===== src/design/tsb_pkg.sv =====
// shared types and constants of the trend signal backtester
`default_nettype none

package tsb_pkg;

    // fixed field widths of a result word
    localparam int SIGNAL_W       = 2;
    localparam int ACTION_W       = 2;
    localparam int TRADE_RESULT_W = 25;
    localparam int WINDOW_TOTAL_W = 29;
    localparam int SLOPE_W        = 48;
    localparam int BALANCE_W      = 48;
    localparam int COUNT_W        = 32;
    localparam int PROFIT_W       = 47;
    localparam int LOSS_W         = 48;

    // result word on the master side, padded to whole bytes
    localparam int RESULT_BITS   = SIGNAL_W + ACTION_W + TRADE_RESULT_W + WINDOW_TOTAL_W
                                 + SLOPE_W + BALANCE_W + 3 * COUNT_W + PROFIT_W + LOSS_W;
    localparam int RESULT_DATA_W = ((RESULT_BITS + 7) / 8) * 8;
    localparam int RESULT_PAD_W  = RESULT_DATA_W - RESULT_BITS;

    // configuration port
    localparam int WINLEN_W    = 6;
    localparam int CFG_DATA_W  = 40;
    localparam int CFG_INDEX_W = 1;
    localparam logic [CFG_INDEX_W-1:0] REG_WINDOW_LENGTH   = 1'b0;
    localparam logic [CFG_INDEX_W-1:0] REG_INITIAL_BALANCE = 1'b1;

    localparam int WINDOW_RESET = 5;
    localparam logic [BALANCE_W-1:0] BALANCE_RESET = 48'd1000000;

    // saturation limits for the balance and profit/loss totals
    localparam int SAT_W = 49;
    localparam logic signed [SAT_W-1:0] SAT_HI = 49'sh0_7FFF_FFFF_FFFF;
    localparam logic signed [SAT_W-1:0] SAT_LO = 49'sh1_8000_0000_0000;

    typedef enum logic [SIGNAL_W-1:0] {
        SIG_HOLD = 2'd0,
        SIG_BUY  = 2'd1,
        SIG_SELL = 2'd2
    } signal_t;

    typedef enum logic [ACTION_W-1:0] {
        ACT_NONE  = 2'd0,
        ACT_OPEN  = 2'd1,
        ACT_CLOSE = 2'd2,
        ACT_FINAL = 2'd3
    } action_t;

    typedef struct packed {
        logic signed [LOSS_W-1:0]         loss_sum;
        logic [PROFIT_W-1:0]              profit_sum;
        logic [COUNT_W-1:0]               losses_done;
        logic [COUNT_W-1:0]               wins_done;
        logic [COUNT_W-1:0]               trades_done;
        logic signed [BALANCE_W-1:0]      balance_now;
        logic signed [SLOPE_W-1:0]        slope_numerator;
        logic [WINDOW_TOTAL_W-1:0]        window_total;
        logic signed [TRADE_RESULT_W-1:0] trade_result;
        action_t                          trade_action;
        signal_t                          trade_signal;
    } result_t;

endpackage

`default_nettype wire


===== src/design/tsb_window.sv =====
// price window: ring buffer, fill count and incremental plain and weighted sums
`default_nettype none

module tsb_window #(
    parameter int WINDOW_MAX = 32,
    parameter int PRICE_BITS = 24,
    localparam int WIN_W = $clog2(WINDOW_MAX + 1),
    localparam int PTR_W = $clog2(WINDOW_MAX),
    localparam int SX_MAX = WINDOW_MAX * (WINDOW_MAX + 1) / 2,
    localparam int SX_W = $clog2(SX_MAX + 1),
    localparam int SUM_W = PRICE_BITS + WIN_W,
    localparam int SXY_W = PRICE_BITS + SX_W
) (
    input  logic                          clk,
    input  logic                          rst_n,
    input  logic                          win_load,
    input  logic [tsb_pkg::WINLEN_W-1:0]  win_value,
    input  logic                          in_valid,
    output logic                          in_ready,
    input  logic [PRICE_BITS-1:0]         in_price,
    input  logic                          in_last,
    output logic                          a_valid,
    input  logic                          a_ready,
    output logic [PRICE_BITS-1:0]         a_price,
    output logic                          a_last,
    output logic                          a_full,
    output logic [WIN_W-1:0]              a_fill,
    output logic [WIN_W-1:0]              a_win,
    output logic [SX_W-1:0]               a_sx,
    output logic [SUM_W-1:0]              a_sum,
    output logic [SXY_W-1:0]              a_wsum
);
    import tsb_pkg::*;

    localparam int WIN_RESET = (WINDOW_RESET > WINDOW_MAX) ? WINDOW_MAX : WINDOW_RESET;
    localparam int PROD_W    = WIN_W + PRICE_BITS;

    logic [PRICE_BITS-1:0] ring_mem [WINDOW_MAX];
    logic [PRICE_BITS-1:0] rd_reg;
    logic [PRICE_BITS-1:0] byp_price_reg;
    logic                  byp_reg;

    logic [PTR_W-1:0] head_reg;
    logic [PTR_W-1:0] tail_reg;
    logic [WIN_W-1:0] fill_reg;
    logic [WIN_W-1:0] win_reg;
    logic [SX_W-1:0]  sx_reg;
    logic [SUM_W-1:0] sum_reg;
    logic [SXY_W-1:0] wsum_reg;

    logic                  a_valid_reg;
    logic [PRICE_BITS-1:0] a_price_reg;
    logic                  a_last_reg;
    logic                  a_full_reg;
    logic [WIN_W-1:0]      a_fill_reg;
    logic [WIN_W-1:0]      a_win_reg;
    logic [SX_W-1:0]       a_sx_reg;
    logic [SUM_W-1:0]      a_sum_reg;
    logic [SXY_W-1:0]      a_wsum_reg;

    logic                  accept;
    logic                  full;
    logic [PRICE_BITS-1:0] oldest;
    logic [PTR_W-1:0]      head_inc;
    logic [PTR_W-1:0]      tail_inc;
    logic [PTR_W-1:0]      tail_next;
    logic [WIN_W-1:0]      fill_next;
    logic [SX_W-1:0]       sx_next;
    logic [SUM_W-1:0]      sum_next;
    logic [SXY_W-1:0]      wsum_next;
    logic [PROD_W-1:0]     new_term;
    logic [WIN_W-1:0]      win_clamped;

    assign in_ready = !a_valid_reg || a_ready;
    assign accept   = in_valid && in_ready;
    assign full     = (fill_reg == win_reg);
    assign oldest   = byp_reg ? byp_price_reg : rd_reg;

    assign head_inc  = (head_reg == PTR_W'(WINDOW_MAX - 1)) ? '0 : head_reg + 1'b1;
    assign tail_inc  = (tail_reg == PTR_W'(WINDOW_MAX - 1)) ? '0 : tail_reg + 1'b1;
    assign tail_next = full ? tail_inc : tail_reg;

    // on eviction every held entry moves down one position
    assign fill_next = full ? fill_reg : fill_reg + 1'b1;
    assign sx_next   = full ? sx_reg : sx_reg + SX_W'(fill_next);
    assign new_term  = PROD_W'(fill_next) * PROD_W'(in_price);
    assign sum_next  = sum_reg + SUM_W'(in_price) - (full ? SUM_W'(oldest) : '0);
    assign wsum_next = (full ? wsum_reg - SXY_W'(sum_reg) : wsum_reg) + SXY_W'(new_term);

    always_comb
    begin
        priority if (win_value == '0)
        begin
            win_clamped = WIN_W'(1);
        end
        else if (int'(win_value) > WINDOW_MAX)
        begin
            win_clamped = WIN_W'(WINDOW_MAX);
        end
        else
        begin
            win_clamped = WIN_W'(win_value);
        end
    end

    // ring storage, next oldest entry is fetched as each word goes in
    always_ff @(posedge clk)
    begin
        if (accept)
        begin
            ring_mem[head_reg] <= in_price;
            rd_reg             <= ring_mem[tail_next];
            byp_price_reg      <= in_price;
        end
    end

    always_ff @(posedge clk or negedge rst_n)
    begin
        if (!rst_n)
        begin
            head_reg    <= '0;
            tail_reg    <= '0;
            fill_reg    <= '0;
            win_reg     <= WIN_W'(WIN_RESET);
            sx_reg      <= '0;
            sum_reg     <= '0;
            wsum_reg    <= '0;
            byp_reg     <= 1'b0;
            a_valid_reg <= 1'b0;
        end
        else
        begin
            if (win_load)
            begin
                head_reg <= '0;
                tail_reg <= '0;
                fill_reg <= '0;
                win_reg  <= win_clamped;
                sx_reg   <= '0;
                sum_reg  <= '0;
                wsum_reg <= '0;
            end
            else if (accept)
            begin
                head_reg <= head_inc;
                tail_reg <= tail_next;
                fill_reg <= fill_next;
                sx_reg   <= sx_next;
                sum_reg  <= sum_next;
                wsum_reg <= wsum_next;
                byp_reg  <= (tail_next == head_reg);
            end

            if (accept)
            begin
                a_valid_reg <= 1'b1;
            end
            else if (a_ready)
            begin
                a_valid_reg <= 1'b0;
            end
        end
    end

    always_ff @(posedge clk)
    begin
        if (accept)
        begin
            a_price_reg <= in_price;
            a_last_reg  <= in_last;
            a_full_reg  <= (fill_next == win_reg);
            a_fill_reg  <= fill_next;
            a_win_reg   <= win_reg;
            a_sx_reg    <= sx_next;
            a_sum_reg   <= sum_next;
            a_wsum_reg  <= wsum_next;
        end
    end

    assign a_valid = a_valid_reg;
    assign a_price = a_price_reg;
    assign a_last  = a_last_reg;
    assign a_full  = a_full_reg;
    assign a_fill  = a_fill_reg;
    assign a_win   = a_win_reg;
    assign a_sx    = a_sx_reg;
    assign a_sum   = a_sum_reg;
    assign a_wsum  = a_wsum_reg;

endmodule

`default_nettype wire


===== src/design/tsb_slope.sv =====
// slope numerator and trend signal, two register stages
`default_nettype none

module tsb_slope #(
    parameter int WINDOW_MAX = 32,
    parameter int PRICE_BITS = 24,
    localparam int WIN_W = $clog2(WINDOW_MAX + 1),
    localparam int SX_MAX = WINDOW_MAX * (WINDOW_MAX + 1) / 2,
    localparam int SX_W = $clog2(SX_MAX + 1),
    localparam int SUM_W = PRICE_BITS + WIN_W,
    localparam int SXY_W = PRICE_BITS + SX_W
) (
    input  logic                                       clk,
    input  logic                                       rst_n,
    input  logic                                       a_valid,
    output logic                                       a_ready,
    input  logic [PRICE_BITS-1:0]                      a_price,
    input  logic                                       a_last,
    input  logic                                       a_full,
    input  logic [WIN_W-1:0]                           a_fill,
    input  logic [WIN_W-1:0]                           a_win,
    input  logic [SX_W-1:0]                            a_sx,
    input  logic [SUM_W-1:0]                           a_sum,
    input  logic [SXY_W-1:0]                           a_wsum,
    output logic                                       c_valid,
    input  logic                                       c_ready,
    output logic [PRICE_BITS-1:0]                      c_price,
    output logic                                       c_last,
    output tsb_pkg::signal_t                           c_signal,
    output logic [tsb_pkg::WINDOW_TOTAL_W-1:0]         c_total,
    output logic signed [tsb_pkg::SLOPE_W-1:0]         c_slope
);
    import tsb_pkg::*;

    localparam int P1_W  = WIN_W + SXY_W;
    localparam int P2_W  = SX_W + SUM_W;
    localparam int NUM_W = ((P1_W > P2_W) ? P1_W : P2_W) + 1;

    logic                  b_valid_reg;
    logic [PRICE_BITS-1:0] b_price_reg;
    logic                  b_last_reg;
    logic                  b_full_reg;
    logic [SUM_W-1:0]      b_sum_reg;
    logic [P1_W-1:0]       b_p1_reg;
    logic [P2_W-1:0]       b_p2_reg;
    logic                  b_gt_reg;
    logic                  b_lt_reg;

    logic                              c_valid_reg;
    logic [PRICE_BITS-1:0]             c_price_reg;
    logic                              c_last_reg;
    signal_t                           c_signal_reg;
    logic [WINDOW_TOTAL_W-1:0]         c_total_reg;
    logic signed [SLOPE_W-1:0]         c_slope_reg;

    logic              b_move;
    logic              a_move;
    logic [SUM_W-1:0]  scaled_price;
    logic signed [NUM_W-1:0] num;
    signal_t           sig;

    assign b_move  = b_valid_reg && (!c_valid_reg || c_ready);
    assign a_ready = !b_valid_reg || b_move;
    assign a_move  = a_valid && a_ready;

    // price times window against the window sum compares price with the average
    assign scaled_price = SUM_W'(a_price) * SUM_W'(a_win);

    assign num = $signed(NUM_W'(b_p1_reg)) - $signed(NUM_W'(b_p2_reg));

    always_comb
    begin
        priority if (b_full_reg && b_gt_reg && (num > 0))
        begin
            sig = SIG_BUY;
        end
        else if (b_full_reg && b_lt_reg && (num < 0))
        begin
            sig = SIG_SELL;
        end
        else
        begin
            sig = SIG_HOLD;
        end
    end

    always_ff @(posedge clk or negedge rst_n)
    begin
        if (!rst_n)
        begin
            b_valid_reg <= 1'b0;
            c_valid_reg <= 1'b0;
        end
        else
        begin
            if (a_move)
            begin
                b_valid_reg <= 1'b1;
            end
            else if (b_move)
            begin
                b_valid_reg <= 1'b0;
            end

            if (b_move)
            begin
                c_valid_reg <= 1'b1;
            end
            else if (c_ready)
            begin
                c_valid_reg <= 1'b0;
            end
        end
    end

    always_ff @(posedge clk)
    begin
        if (a_move)
        begin
            b_price_reg <= a_price;
            b_last_reg  <= a_last;
            b_full_reg  <= a_full;
            b_sum_reg   <= a_sum;
            b_p1_reg    <= P1_W'(a_fill) * P1_W'(a_wsum);
            b_p2_reg    <= P2_W'(a_sx) * P2_W'(a_sum);
            b_gt_reg    <= (scaled_price > a_sum);
            b_lt_reg    <= (scaled_price < a_sum);
        end
        if (b_move)
        begin
            c_price_reg  <= b_price_reg;
            c_last_reg   <= b_last_reg;
            c_signal_reg <= sig;
            c_total_reg  <= WINDOW_TOTAL_W'(b_sum_reg);
            c_slope_reg  <= SLOPE_W'(num);
        end
    end

    assign c_valid  = c_valid_reg;
    assign c_price  = c_price_reg;
    assign c_last   = c_last_reg;
    assign c_signal = c_signal_reg;
    assign c_total  = c_total_reg;
    assign c_slope  = c_slope_reg;

endmodule

`default_nettype wire


===== src/design/tsb_trade.sv =====
// position and account bookkeeping with the output register
`default_nettype none

module tsb_trade #(
    parameter int PRICE_BITS = 24
) (
    input  logic                                clk,
    input  logic                                rst_n,
    input  logic                                bal_load,
    input  logic [tsb_pkg::CFG_DATA_W-1:0]      bal_value,
    input  logic                                c_valid,
    output logic                                c_ready,
    input  logic [PRICE_BITS-1:0]               c_price,
    input  logic                                c_last,
    input  tsb_pkg::signal_t                    c_signal,
    input  logic [tsb_pkg::WINDOW_TOTAL_W-1:0]  c_total,
    input  logic signed [tsb_pkg::SLOPE_W-1:0]  c_slope,
    output logic                                out_valid,
    input  logic                                out_ready,
    output tsb_pkg::result_t                    out_result,
    output logic                                out_last
);
    import tsb_pkg::*;

    localparam int PL_W = PRICE_BITS + 1;

    logic                        inpos_reg;
    logic [PRICE_BITS-1:0]       entry_reg;
    logic signed [BALANCE_W-1:0] bal_reg;
    logic [COUNT_W-1:0]          trades_reg;
    logic [COUNT_W-1:0]          wins_reg;
    logic [COUNT_W-1:0]          losses_reg;
    logic [PROFIT_W-1:0]         profit_reg;
    logic signed [LOSS_W-1:0]    loss_reg;
    logic                        second_reg;
    logic                        out_valid_reg;
    result_t                     out_reg;
    logic                        out_last_reg;

    logic                        emit;
    logic                        do_open;
    logic                        do_close;
    logic                        last_res;
    action_t                     action;
    logic signed [PL_W-1:0]      pl;
    logic                        pl_pos;
    logic signed [SAT_W-1:0]     bal_sum;
    logic signed [SAT_W-1:0]     profit_sum;
    logic signed [SAT_W-1:0]     loss_sum;
    logic signed [BALANCE_W-1:0] bal_next;
    logic [COUNT_W-1:0]          trades_next;
    logic [COUNT_W-1:0]          wins_next;
    logic [COUNT_W-1:0]          losses_next;
    logic [PROFIT_W-1:0]         profit_next;
    logic signed [LOSS_W-1:0]    loss_next;

    assign emit = c_valid && (!out_valid_reg || out_ready);

    // second pass of an item is the forced close after an open on the end word
    always_comb
    begin
        do_open  = 1'b0;
        do_close = 1'b0;
        action   = ACT_NONE;
        priority if (second_reg)
        begin
            do_close = 1'b1;
            action   = ACT_FINAL;
        end
        else if ((c_signal == SIG_BUY) && !inpos_reg)
        begin
            do_open = 1'b1;
            action  = ACT_OPEN;
        end
        else if ((c_signal == SIG_SELL) && inpos_reg)
        begin
            do_close = 1'b1;
            action   = ACT_CLOSE;
        end
        else if (c_last && inpos_reg)
        begin
            do_close = 1'b1;
            action   = ACT_FINAL;
        end
        else
        begin
            action = ACT_NONE;
        end
    end

    assign last_res = !(do_open && c_last);
    assign c_ready  = emit && last_res;

    assign pl     = $signed(PL_W'(c_price)) - $signed(PL_W'(entry_reg));
    assign pl_pos = (pl > 0);

    assign bal_sum    = SAT_W'(bal_reg) + SAT_W'(pl);
    assign profit_sum = $signed({2'b00, profit_reg}) + SAT_W'(pl);
    assign loss_sum   = SAT_W'(loss_reg) + SAT_W'(pl);

    always_comb
    begin
        bal_next    = bal_reg;
        trades_next = trades_reg;
        wins_next   = wins_reg;
        losses_next = losses_reg;
        profit_next = profit_reg;
        loss_next   = loss_reg;
        if (do_close)
        begin
            trades_next = (trades_reg == '1) ? trades_reg : trades_reg + 1'b1;
            if (pl_pos)
            begin
                wins_next   = (wins_reg == '1) ? wins_reg : wins_reg + 1'b1;
                profit_next = (profit_sum > SAT_HI) ? PROFIT_W'(SAT_HI)
                                                    : PROFIT_W'(profit_sum);
            end
            else
            begin
                losses_next = (losses_reg == '1) ? losses_reg : losses_reg + 1'b1;
                loss_next   = (loss_sum < SAT_LO) ? LOSS_W'(SAT_LO) : LOSS_W'(loss_sum);
            end
            priority if (bal_sum > SAT_HI)
            begin
                bal_next = BALANCE_W'(SAT_HI);
            end
            else if (bal_sum < SAT_LO)
            begin
                bal_next = BALANCE_W'(SAT_LO);
            end
            else
            begin
                bal_next = BALANCE_W'(bal_sum);
            end
        end
    end

    always_ff @(posedge clk or negedge rst_n)
    begin
        if (!rst_n)
        begin
            inpos_reg     <= 1'b0;
            entry_reg     <= '0;
            bal_reg       <= BALANCE_RESET;
            trades_reg    <= '0;
            wins_reg      <= '0;
            losses_reg    <= '0;
            profit_reg    <= '0;
            loss_reg      <= '0;
            second_reg    <= 1'b0;
            out_valid_reg <= 1'b0;
            out_last_reg  <= 1'b0;
        end
        else
        begin
            if (bal_load)
            begin
                bal_reg <= BALANCE_W'(bal_value);
            end
            else if (emit)
            begin
                bal_reg <= bal_next;
            end

            if (emit)
            begin
                if (do_open)
                begin
                    inpos_reg <= 1'b1;
                    entry_reg <= c_price;
                end
                else if (do_close)
                begin
                    inpos_reg <= 1'b0;
                end
                trades_reg    <= trades_next;
                wins_reg      <= wins_next;
                losses_reg    <= losses_next;
                profit_reg    <= profit_next;
                loss_reg      <= loss_next;
                second_reg    <= !last_res;
                out_valid_reg <= 1'b1;
                out_last_reg  <= last_res;
            end
            else if (out_ready)
            begin
                out_valid_reg <= 1'b0;
            end
        end
    end

    always_ff @(posedge clk)
    begin
        if (emit)
        begin
            out_reg.trade_signal    <= c_signal;
            out_reg.trade_action    <= action;
            out_reg.trade_result    <= do_close ? TRADE_RESULT_W'(pl) : '0;
            out_reg.window_total    <= c_total;
            out_reg.slope_numerator <= c_slope;
            out_reg.balance_now     <= bal_next;
            out_reg.trades_done     <= trades_next;
            out_reg.wins_done       <= wins_next;
            out_reg.losses_done     <= losses_next;
            out_reg.profit_sum      <= profit_next;
            out_reg.loss_sum        <= loss_next;
        end
    end

    assign out_valid  = out_valid_reg;
    assign out_result = out_reg;
    assign out_last   = out_last_reg;

endmodule

`default_nettype wire


===== src/design/trend_signal_backtester.sv =====
// top level of the trend signal backtester
//
// slave stream: one word per price sample, price in hundredths in the low bits of
// s_tdata, s_tlast marks the final sample of a series (an open position closes there)
// master stream: one result word per sample, two when a buy opens on the final
// sample (the open, then the forced close at the same price); m_tlast marks the last
// result word caused by a sample
// config port: cfg_we with cfg_index 0 writes the window length (clears the window,
// keeps position and account), index 1 writes the starting balance and loads it
// into the account; write only while the stream is idle
// latency: three cycles from the edge that accepts a sample to the edge that loads
// its first result word into the output register (four register stages: window
// update at the accepting edge, products, slope and signal, bookkeeping)
// throughput: one sample per cycle, set by the single-cycle window sum update; a
// sample that gives two results holds the bookkeeping stage for one extra cycle
// reset: empty window, window length 5, flat position, balance 1000000, counts zero
// when m_tready is low the pipeline stages fill and then s_tready drops; nothing is lost
`default_nettype none

module trend_signal_backtester #(
    parameter int WINDOW_MAX = 32,
    parameter int PRICE_BITS = 24
) (
    input  logic                                    clk,
    input  logic                                    rst_n,
    // price sample stream
    input  logic                                    s_tvalid,
    output logic                                    s_tready,
    input  logic [((PRICE_BITS + 7) / 8) * 8 - 1:0] s_tdata,   // price
    input  logic                                    s_tlast,   // end of series
    // result stream
    output logic                                    m_tvalid,
    input  logic                                    m_tready,
    // trade_signal, trade_action, trade_result, window_total, slope_numerator,
    // balance_now, trades_done, wins_done, losses_done, profit_sum, loss_sum, zero pad
    output logic [tsb_pkg::RESULT_DATA_W-1:0]       m_tdata,
    output logic                                    m_tlast,   // last result of a sample
    // configuration writes
    input  logic                                    cfg_we,
    input  logic [tsb_pkg::CFG_INDEX_W-1:0]         cfg_index,
    input  logic [tsb_pkg::CFG_DATA_W-1:0]          cfg_data
);
    import tsb_pkg::*;

    localparam int WIN_W  = $clog2(WINDOW_MAX + 1);
    localparam int SX_MAX = WINDOW_MAX * (WINDOW_MAX + 1) / 2;
    localparam int SX_W   = $clog2(SX_MAX + 1);
    localparam int SUM_W  = PRICE_BITS + WIN_W;
    localparam int SXY_W  = PRICE_BITS + SX_W;

    // config decode
    logic win_load;
    logic bal_load;

    assign win_load = cfg_we && (cfg_index == REG_WINDOW_LENGTH);
    assign bal_load = cfg_we && (cfg_index == REG_INITIAL_BALANCE);

    // window stage outputs
    logic                  a_valid;
    logic                  a_ready;
    logic [PRICE_BITS-1:0] a_price;
    logic                  a_last;
    logic                  a_full;
    logic [WIN_W-1:0]      a_fill;
    logic [WIN_W-1:0]      a_win;
    logic [SX_W-1:0]       a_sx;
    logic [SUM_W-1:0]      a_sum;
    logic [SXY_W-1:0]      a_wsum;

    // slope stage outputs
    logic                        c_valid;
    logic                        c_ready;
    logic [PRICE_BITS-1:0]       c_price;
    logic                        c_last;
    signal_t                     c_signal;
    logic [WINDOW_TOTAL_W-1:0]   c_total;
    logic signed [SLOPE_W-1:0]   c_slope;

    result_t res;

    tsb_window #(
        .WINDOW_MAX (WINDOW_MAX),
        .PRICE_BITS (PRICE_BITS)
    ) u_window (
        .clk       (clk),
        .rst_n     (rst_n),
        .win_load  (win_load),
        .win_value (cfg_data[WINLEN_W-1:0]),
        .in_valid  (s_tvalid),
        .in_ready  (s_tready),
        .in_price  (s_tdata[PRICE_BITS-1:0]),
        .in_last   (s_tlast),
        .a_valid   (a_valid),
        .a_ready   (a_ready),
        .a_price   (a_price),
        .a_last    (a_last),
        .a_full    (a_full),
        .a_fill    (a_fill),
        .a_win     (a_win),
        .a_sx      (a_sx),
        .a_sum     (a_sum),
        .a_wsum    (a_wsum)
    );

    tsb_slope #(
        .WINDOW_MAX (WINDOW_MAX),
        .PRICE_BITS (PRICE_BITS)
    ) u_slope (
        .clk      (clk),
        .rst_n    (rst_n),
        .a_valid  (a_valid),
        .a_ready  (a_ready),
        .a_price  (a_price),
        .a_last   (a_last),
        .a_full   (a_full),
        .a_fill   (a_fill),
        .a_win    (a_win),
        .a_sx     (a_sx),
        .a_sum    (a_sum),
        .a_wsum   (a_wsum),
        .c_valid  (c_valid),
        .c_ready  (c_ready),
        .c_price  (c_price),
        .c_last   (c_last),
        .c_signal (c_signal),
        .c_total  (c_total),
        .c_slope  (c_slope)
    );

    tsb_trade #(
        .PRICE_BITS (PRICE_BITS)
    ) u_trade (
        .clk        (clk),
        .rst_n      (rst_n),
        .bal_load   (bal_load),
        .bal_value  (cfg_data),
        .c_valid    (c_valid),
        .c_ready    (c_ready),
        .c_price    (c_price),
        .c_last     (c_last),
        .c_signal   (c_signal),
        .c_total    (c_total),
        .c_slope    (c_slope),
        .out_valid  (m_tvalid),
        .out_ready  (m_tready),
        .out_result (res),
        .out_last   (m_tlast)
    );

    // first field in the lowest bits
    assign m_tdata = {
        {RESULT_PAD_W{1'b0}},
        res.loss_sum,
        res.profit_sum,
        res.losses_done,
        res.wins_done,
        res.trades_done,
        res.balance_now,
        res.slope_numerator,
        res.window_total,
        res.trade_result,
        res.trade_action,
        res.trade_signal
    };

endmodule

`default_nettype wire

===== config.mk =====
export PLATFORM = sky130hd
export DESIGN_NAME = trend_signal_backtester
export DESIGN_NICKNAME = d
export VERILOG_FILES = /design/src/design/tsb_pkg.sv /design/src/design/tsb_window.sv /design/src/design/tsb_slope.sv /design/src/design/tsb_trade.sv /design/src/design/trend_signal_backtester.sv
export SDC_FILE = /design/constraint.sdc
export NUM_CORES = 2
export LEC_CHECK = 0
export BUFFER_PORTS_ARGS = -buffer_cell sky130_fd_sc_hd__buf_2
export CAP_MARGIN = 10
export CORE_MARGIN = 4
export CORE_UTILIZATION = 59
export CTS_BUF_LIST = sky130_fd_sc_hd__clkbuf_4
export CTS_CLUSTER_DIAMETER = 120
export DETAILED_ROUTE_END_ITERATION = 8
export HOLD_SLACK_MARGIN = 0.1
export MAX_ROUTING_LAYER = met4
export PLACE_DENSITY = 0.8
export SLEW_MARGIN = 20
export SYNTH_ARGS = -nofsm -noshare
export SYNTH_HDL_FRONTEND = slang
export SYNTH_SLANG_ARGS = --single-unit

===== constraint.sdc =====
create_clock -name clk -period 10.8 [get_ports clk]
set_input_delay 2.16 -clock clk [delete_from_list [all_inputs] [get_ports clk]]
set_output_delay 2.16 -clock clk [all_outputs]
set_load 0.01 [all_outputs]

== Yosys cells after proc, flatten, opt, wreduce, memory -nomap -nowiden ==
Memories as Yosys holds them, arrays and structs flattened. A register that Yosys moved wholly into a read port is not among the register bits.
Index checks and enable logic that the tools add are counted.
Storage, ports and cells
  register bits after elaboration: 1051
  bits in writable memories: 768
  output and inout bits: 355
  word-level logic and storage cells: 198
  memories kept: 1
Cells by class
  $add $sub $neg: 16
  $mul: 4
  order comparisons: 10
  equality and inequality tests: 10
  mux-type cells: 63
  bitwise operators: 2
  reduce and logical (&&, ||, !) cells: 37
Memories
  u_window.ring_mem: depth 32, width 24, rd ports 1, clocked after Yosys merged registers in 1, write ports 1, RTL line tsb_window.sv:38  | logic [PRICE_BITS-1:0] ring_mem [WINDOW_MAX];
Operators by type and width (count)
  two-way mux 48 bit: 8
  two-way mux 32 bit: 8
  adder 48 x 25 -> 49 bit: 3
  two-way mux 47 bit: 3
  two-way mux 34 bit: 3
  greater-than comparator 49 x 48 -> 1 bit, second input constant: 2
  < comparator 49 x 48 -> 1 bit, second input constant: 2
  adder 32 x 1 -> 32 bit, second input constant: 3
  == test 32 bit, second input constant: 3
  two-way mux 30 bit: 2
  two-way mux 24 bit: 2
  greater-than comparator 41 x 1 -> 1 bit, second input constant: 1
  < comparator 41 x 1 -> 1 bit, second input constant: 1
  subtractor 40 x 40 -> 41 bit: 1
  multiplier 10 x 30 -> 40 bit: 1
  multiplier 6 x 34 -> 40 bit: 1
  two-way mux 5 bit: 7
  adder 34 x 30 -> 34 bit: 1
  subtractor 34 x 30 -> 34 bit: 1
  adder 30 x 24 -> 30 bit: 1
  greater-than comparator 30 bit: 1
  < comparator 30 bit: 1
  multiplier 24 x 6 -> 30 bit: 1
  multiplier 6 x 24 -> 30 bit: 1
  24 further kinds: 84

== Longest topological paths before layout ==
  word-level depth: 14
  gate-level depth with buffers: 29
  gate-level depth less buffers: 28

== Hierarchy ==
Synthesis repeated with hierarchy kept, for this count alone.
Unflattened totals
  cells, all modules: 9729
  area, all modules: 113219.8 um^2
By module, submodules not included
  tsb_window: instances 1, cells each 3125, area an instance 47569.4 um^2
  tsb_trade: instances 1, cells each 3494, area an instance 35724.3 um^2
  tsb_slope: instances 1, cells each 3100, area an instance 29853.6 um^2
  trend_signal_backtester: instances 1, cells each 10, area an instance 72.6 um^2

== Least setup slack after synthesis ==
OpenSTA, ideal clock, no wires.
  path kind: input -> register
  from: in m_tready
  to: reg u_trade.out_reg, in the netlist u_trade.out_result[0] (enable)
  setup time: 0.832 ns
  arrival: 12.048 ns
  data required time: 9.968 ns
  setup slack: -2.081 ns
  cell stages on the path: 5
  path buffers: 2
  cell sequence: nand2b_1 -> nand2_1 -> inv_1 -> clkbuf_1 -> buf_1
On the way
  longest elaborated chain between the ends: 2
RTL lines
  from (decl): RTL line trend_signal_backtester.sv:33  | input logic m_tready,
  logical OR 1 bit: RTL line tsb_trade.sv:57  | assign emit = c_valid && (!out_valid_reg || out_ready);
  logical AND 1 bit: RTL line tsb_trade.sv:57
  via u_trade.emit: RTL line tsb_trade.sv:40  | logic emit;
  to (decl): RTL line tsb_trade.sv:37  | result_t out_reg;
The timed path passes the listed nets, and every way through them passes these cells.
A chain may end at the register's enable or synchronous reset.

== Final worst setup path ==
  from: reg u_window.fill_reg[4]
  to: reg u_window.wsum_reg[33]
On the way
  longest elaborated chain between the ends: 6
  elaborated cells on any way between the ends: 8
  those cells by class: add/sub: 2; mul: 1; eq/ne: 1; mux: 4
RTL lines
  from (decl): RTL line tsb_window.sv:45  | logic [WIN_W-1:0] fill_reg;
  from (signal assigned): RTL line tsb_window.sv:147  | fill_reg <= fill_next;
  adder 6 x 1 -> 6 bit or == test 6 bit (tied branches): RTL line tsb_window.sv:84, tsb_window.sv:76
  two-way mux 6 bit: RTL line tsb_window.sv:84  | assign fill_next = full ? fill_reg : fill_reg + 1'b1;
  multiplier 6 x 24 -> 30 bit: RTL line tsb_window.sv:86  | assign new_term = PROD_W'(fill_next) * PROD_W'(in_price);
  adder 34 x 30 -> 34 bit *: RTL line tsb_window.sv:88  | assign wsum_next = (full ? wsum_reg - SXY_W'(sum_reg) : wsum_reg) + SXY_W'(new_term);
  two-way mux 34 bit *: RTL line tsb_window.sv:143  | else if (accept)
  two-way mux 34 bit *: RTL line tsb_window.sv:133  | if (win_load)
  to (signal assigned): RTL line tsb_window.sv:150  | wsum_reg <= wsum_next;
  to (decl): RTL line tsb_window.sv:49  | logic [SXY_W-1:0] wsum_reg;
Mark *: on every way between the ends. The rest lies on a longest branch, timed or not. The select of a mux whose other input is x is not followed.

==> metrics <==
CTS tree=built; Hold Fails Final Rpt=0; WP data arrival=approximately 10 ns; Post-CTS Resized=0; WS Path Type=flop to flop; first-pass GRT wire length=456100 um; worst-path fanout max=53; grt total ovfl=0; Gate Count Post-Synth=between 9000 and 10000; clock skew=~0.22 ns; clk slew on worst S/H paths=approximately 0.06 ns; EDFF count, synth=~1500; port bufs=around 420; Synth area leaders=edfxtp_1 (40%), fa_1 (11%), dfrtp_1 (8.1%); DIE WIDTH=~440 um; post-layout min period=between 8 and 9 ns; total of max-cap violations=0; largest net degree at the start of global routing=about 140; ys async rst share=between 10% and 20%; most frequent cell after synthesis=edfxtp_1; Synth area leader=edfxtp_1; Cell Area, Synth=approximately 110000 um^2; routed length per instance=roughly 23 um; post-CTS setup buffers=0; CP required=about 12 ns; die height=between 400 and 500 um; Initial Util=around 59%; crit path capture type=flop; Top FF cell, synth=edfxtp_1; row count=around 160; Seq cells post-synth=around 1800; # DRC=0; Tcrit/Tclk final=a little over 80%; fin. max-slew vios=0; share of cells above drive strength 1=15.67%; Vias=79070; die area=194300 um^2; setup TNS=0 ns; Num CTS Buffers=between 400 and 500; Iteration-0 DRC Markers=about 8000; largest register by flop count=u_window.ring_mem; RePlAce Congestion=1.003; vias in the first global route=79810; initial antenna violation count=31; Avg Cell Area, Syn=around 11 um^2; Total Wirelength=297400 um; max frequency=111.5 MHz; IO Count=about 430; Slew HR=between 20% and 30%; Cell variety after synth=89; status=finished clean; worst min-delay path class=flop to flop; YS warnings=0; CTS sink count=~1800; RSZ-0062 raised after global routing=false; DRT antenna net count=0; GRT Util Overall=31.38%; Detail Placement HPWL=207800 um; max reg flops=768; area share of the largest cell type after synthesis=around 40%; worst-case clock buffer depth=4; H-tree levels=5; clk_lat worst skew=1.49 ns; # setup viols final=0; most frequent cells after synthesis=edfxtp_1 (1476), nand2_1 (1345), inv_1 (866); Layout area overhead=9.948%; Startpoint Class=flop; worst slew pin tran=1.179 ns; hold_buf cts=0; CORE AREA=185800 um^2; clock root buffer=clkbuf_4; vias per cell=6.049; share of the yosys chip area belonging to registers=roughly half; drt first pass iters=9; Nets=between 10000 and 15000
[stage by stage]
| step | worst slack (ns) | utilization [%] | cell area (um^2) | hold slack (ns) | std cells |
|---|---|---|---|---|---|
| finish | 1.834 | 65.38 | 121500 | 0.3557 | 13070 |
| global route | 1.458 | 65.38 | 121500 | 0.3570 | 13070 |
| CTS | 1.952 | 65.30 | 121300 | 0.3438 | 13050 |
| detailed placement | 1.985 | 62.13 | 115500 | 0.4045 | 12210 |
| global placement | 2.155 | 62.08 | 115400 | 0.4013 | 12210 |
| floorplan | 2.016 | - | 110500 | 0.4003 | 9624 |
[layer usage]
layer / share of wire [%] / GRT usage (%) / vias up
met1: 38 / 39.82 / 38720
met2: 47 / 48.36 / 4358
met5: 0 / - / -
met4: 5.3 / 15.56 / 0
li1: - / - / 35140
met3: 9.8 / 6.575 / 854
[final timing paths]
| check | from | slack [ns] | end | depth (start not counted) |
|---|---|---|---|---|
| min | u_slope.c_slope[27] | 0.36 | u_trade.out_result[85] | 0 |
| min reg2reg | u_slope.c_slope[27] | 0.36 | u_trade.out_result[85] | 0 |
| max in group asynchronous | rst_n | 7.79 | u_trade.wins_reg[31] | 3 |
| max | u_window.fill_reg[4] | 1.83 | u_window.wsum_reg[33] | 26 |
| max reg2reg | u_window.fill_reg[4] | 1.83 | u_window.wsum_reg[33] | 26 |
| min in group asynchronous | rst_n | 0.67 | u_trade.losses_reg[22] | 1 |
[cell families after synthesis]
family                   after synthesis  share of synthesized area (%)
XOR/XNOR                             564                          4.470
adder cells (fa/ha/maj)             1112                          16.58
flip-flops                          1843                          48.43
AO/OA/AOI/OAI                       1526                          8.731
AND/OR/NAND/NOR                     2973                          12.19
multiplexers                         319                          5.171
buffers and inverters               1280                          4.423
other                                  1                       0.003394
[layout make-up]
type	instances	area, um^2
tap	2480	3103
clock buffer	683	5127
antenna	20	50.05
multi-input combinational	6501	52580
inverter	867	3269
timing repair buffer	526	3093
sequential	1843	53520
fill	13810	64340
clock inverter	152	750.7
[critical path, stage by stage (launching register included)]
cell	delay (ns)
dfrtp_1	0.44
xor2_1	0.19
nor4_1	0.48
nand3_4	0.63
and4_1	0.56
and3_1	0.23
xor2_2	0.18
buf_4	0.37
nand2_1	0.12
fa_1	0.54
fa_1	0.43
fa_1	0.46
fa_1	0.49
inv_1	0.05
ha_1	0.38
a21o_1	0.15
nand2_1	0.07
and3_1	0.19
or4_1	0.55
a21oi_1	0.25
o31ai_1	0.16
a31oi_1	0.49
o2111ai_1	0.25
a311o_1	0.42
or4_1	0.48
o2111ai_1	0.12
o31ai_1	0.09
[cells in the final DEF (no fill, tap or decap), types with 224 or more instances in the layout]
cell type  synthesis  layout
fa_1             587     587
a21oi_1          476     474
inv_1            866     864
edfxtp_1        1476    1476
nand3_1          278     276
o21ai_0          264     264
and2_1           233     231
xnor2_1          337     335
nor2_1           565     533
buf_2             21     417
nand2_1         1345    1342
dfrtp_1          358     357
clkbuf_4           0     684
xor2_1           227     224
ha_1             525     525
Power is not shown: default switching activity piles up to over one toggle a cycle in this logic, so the estimate is an artifact.
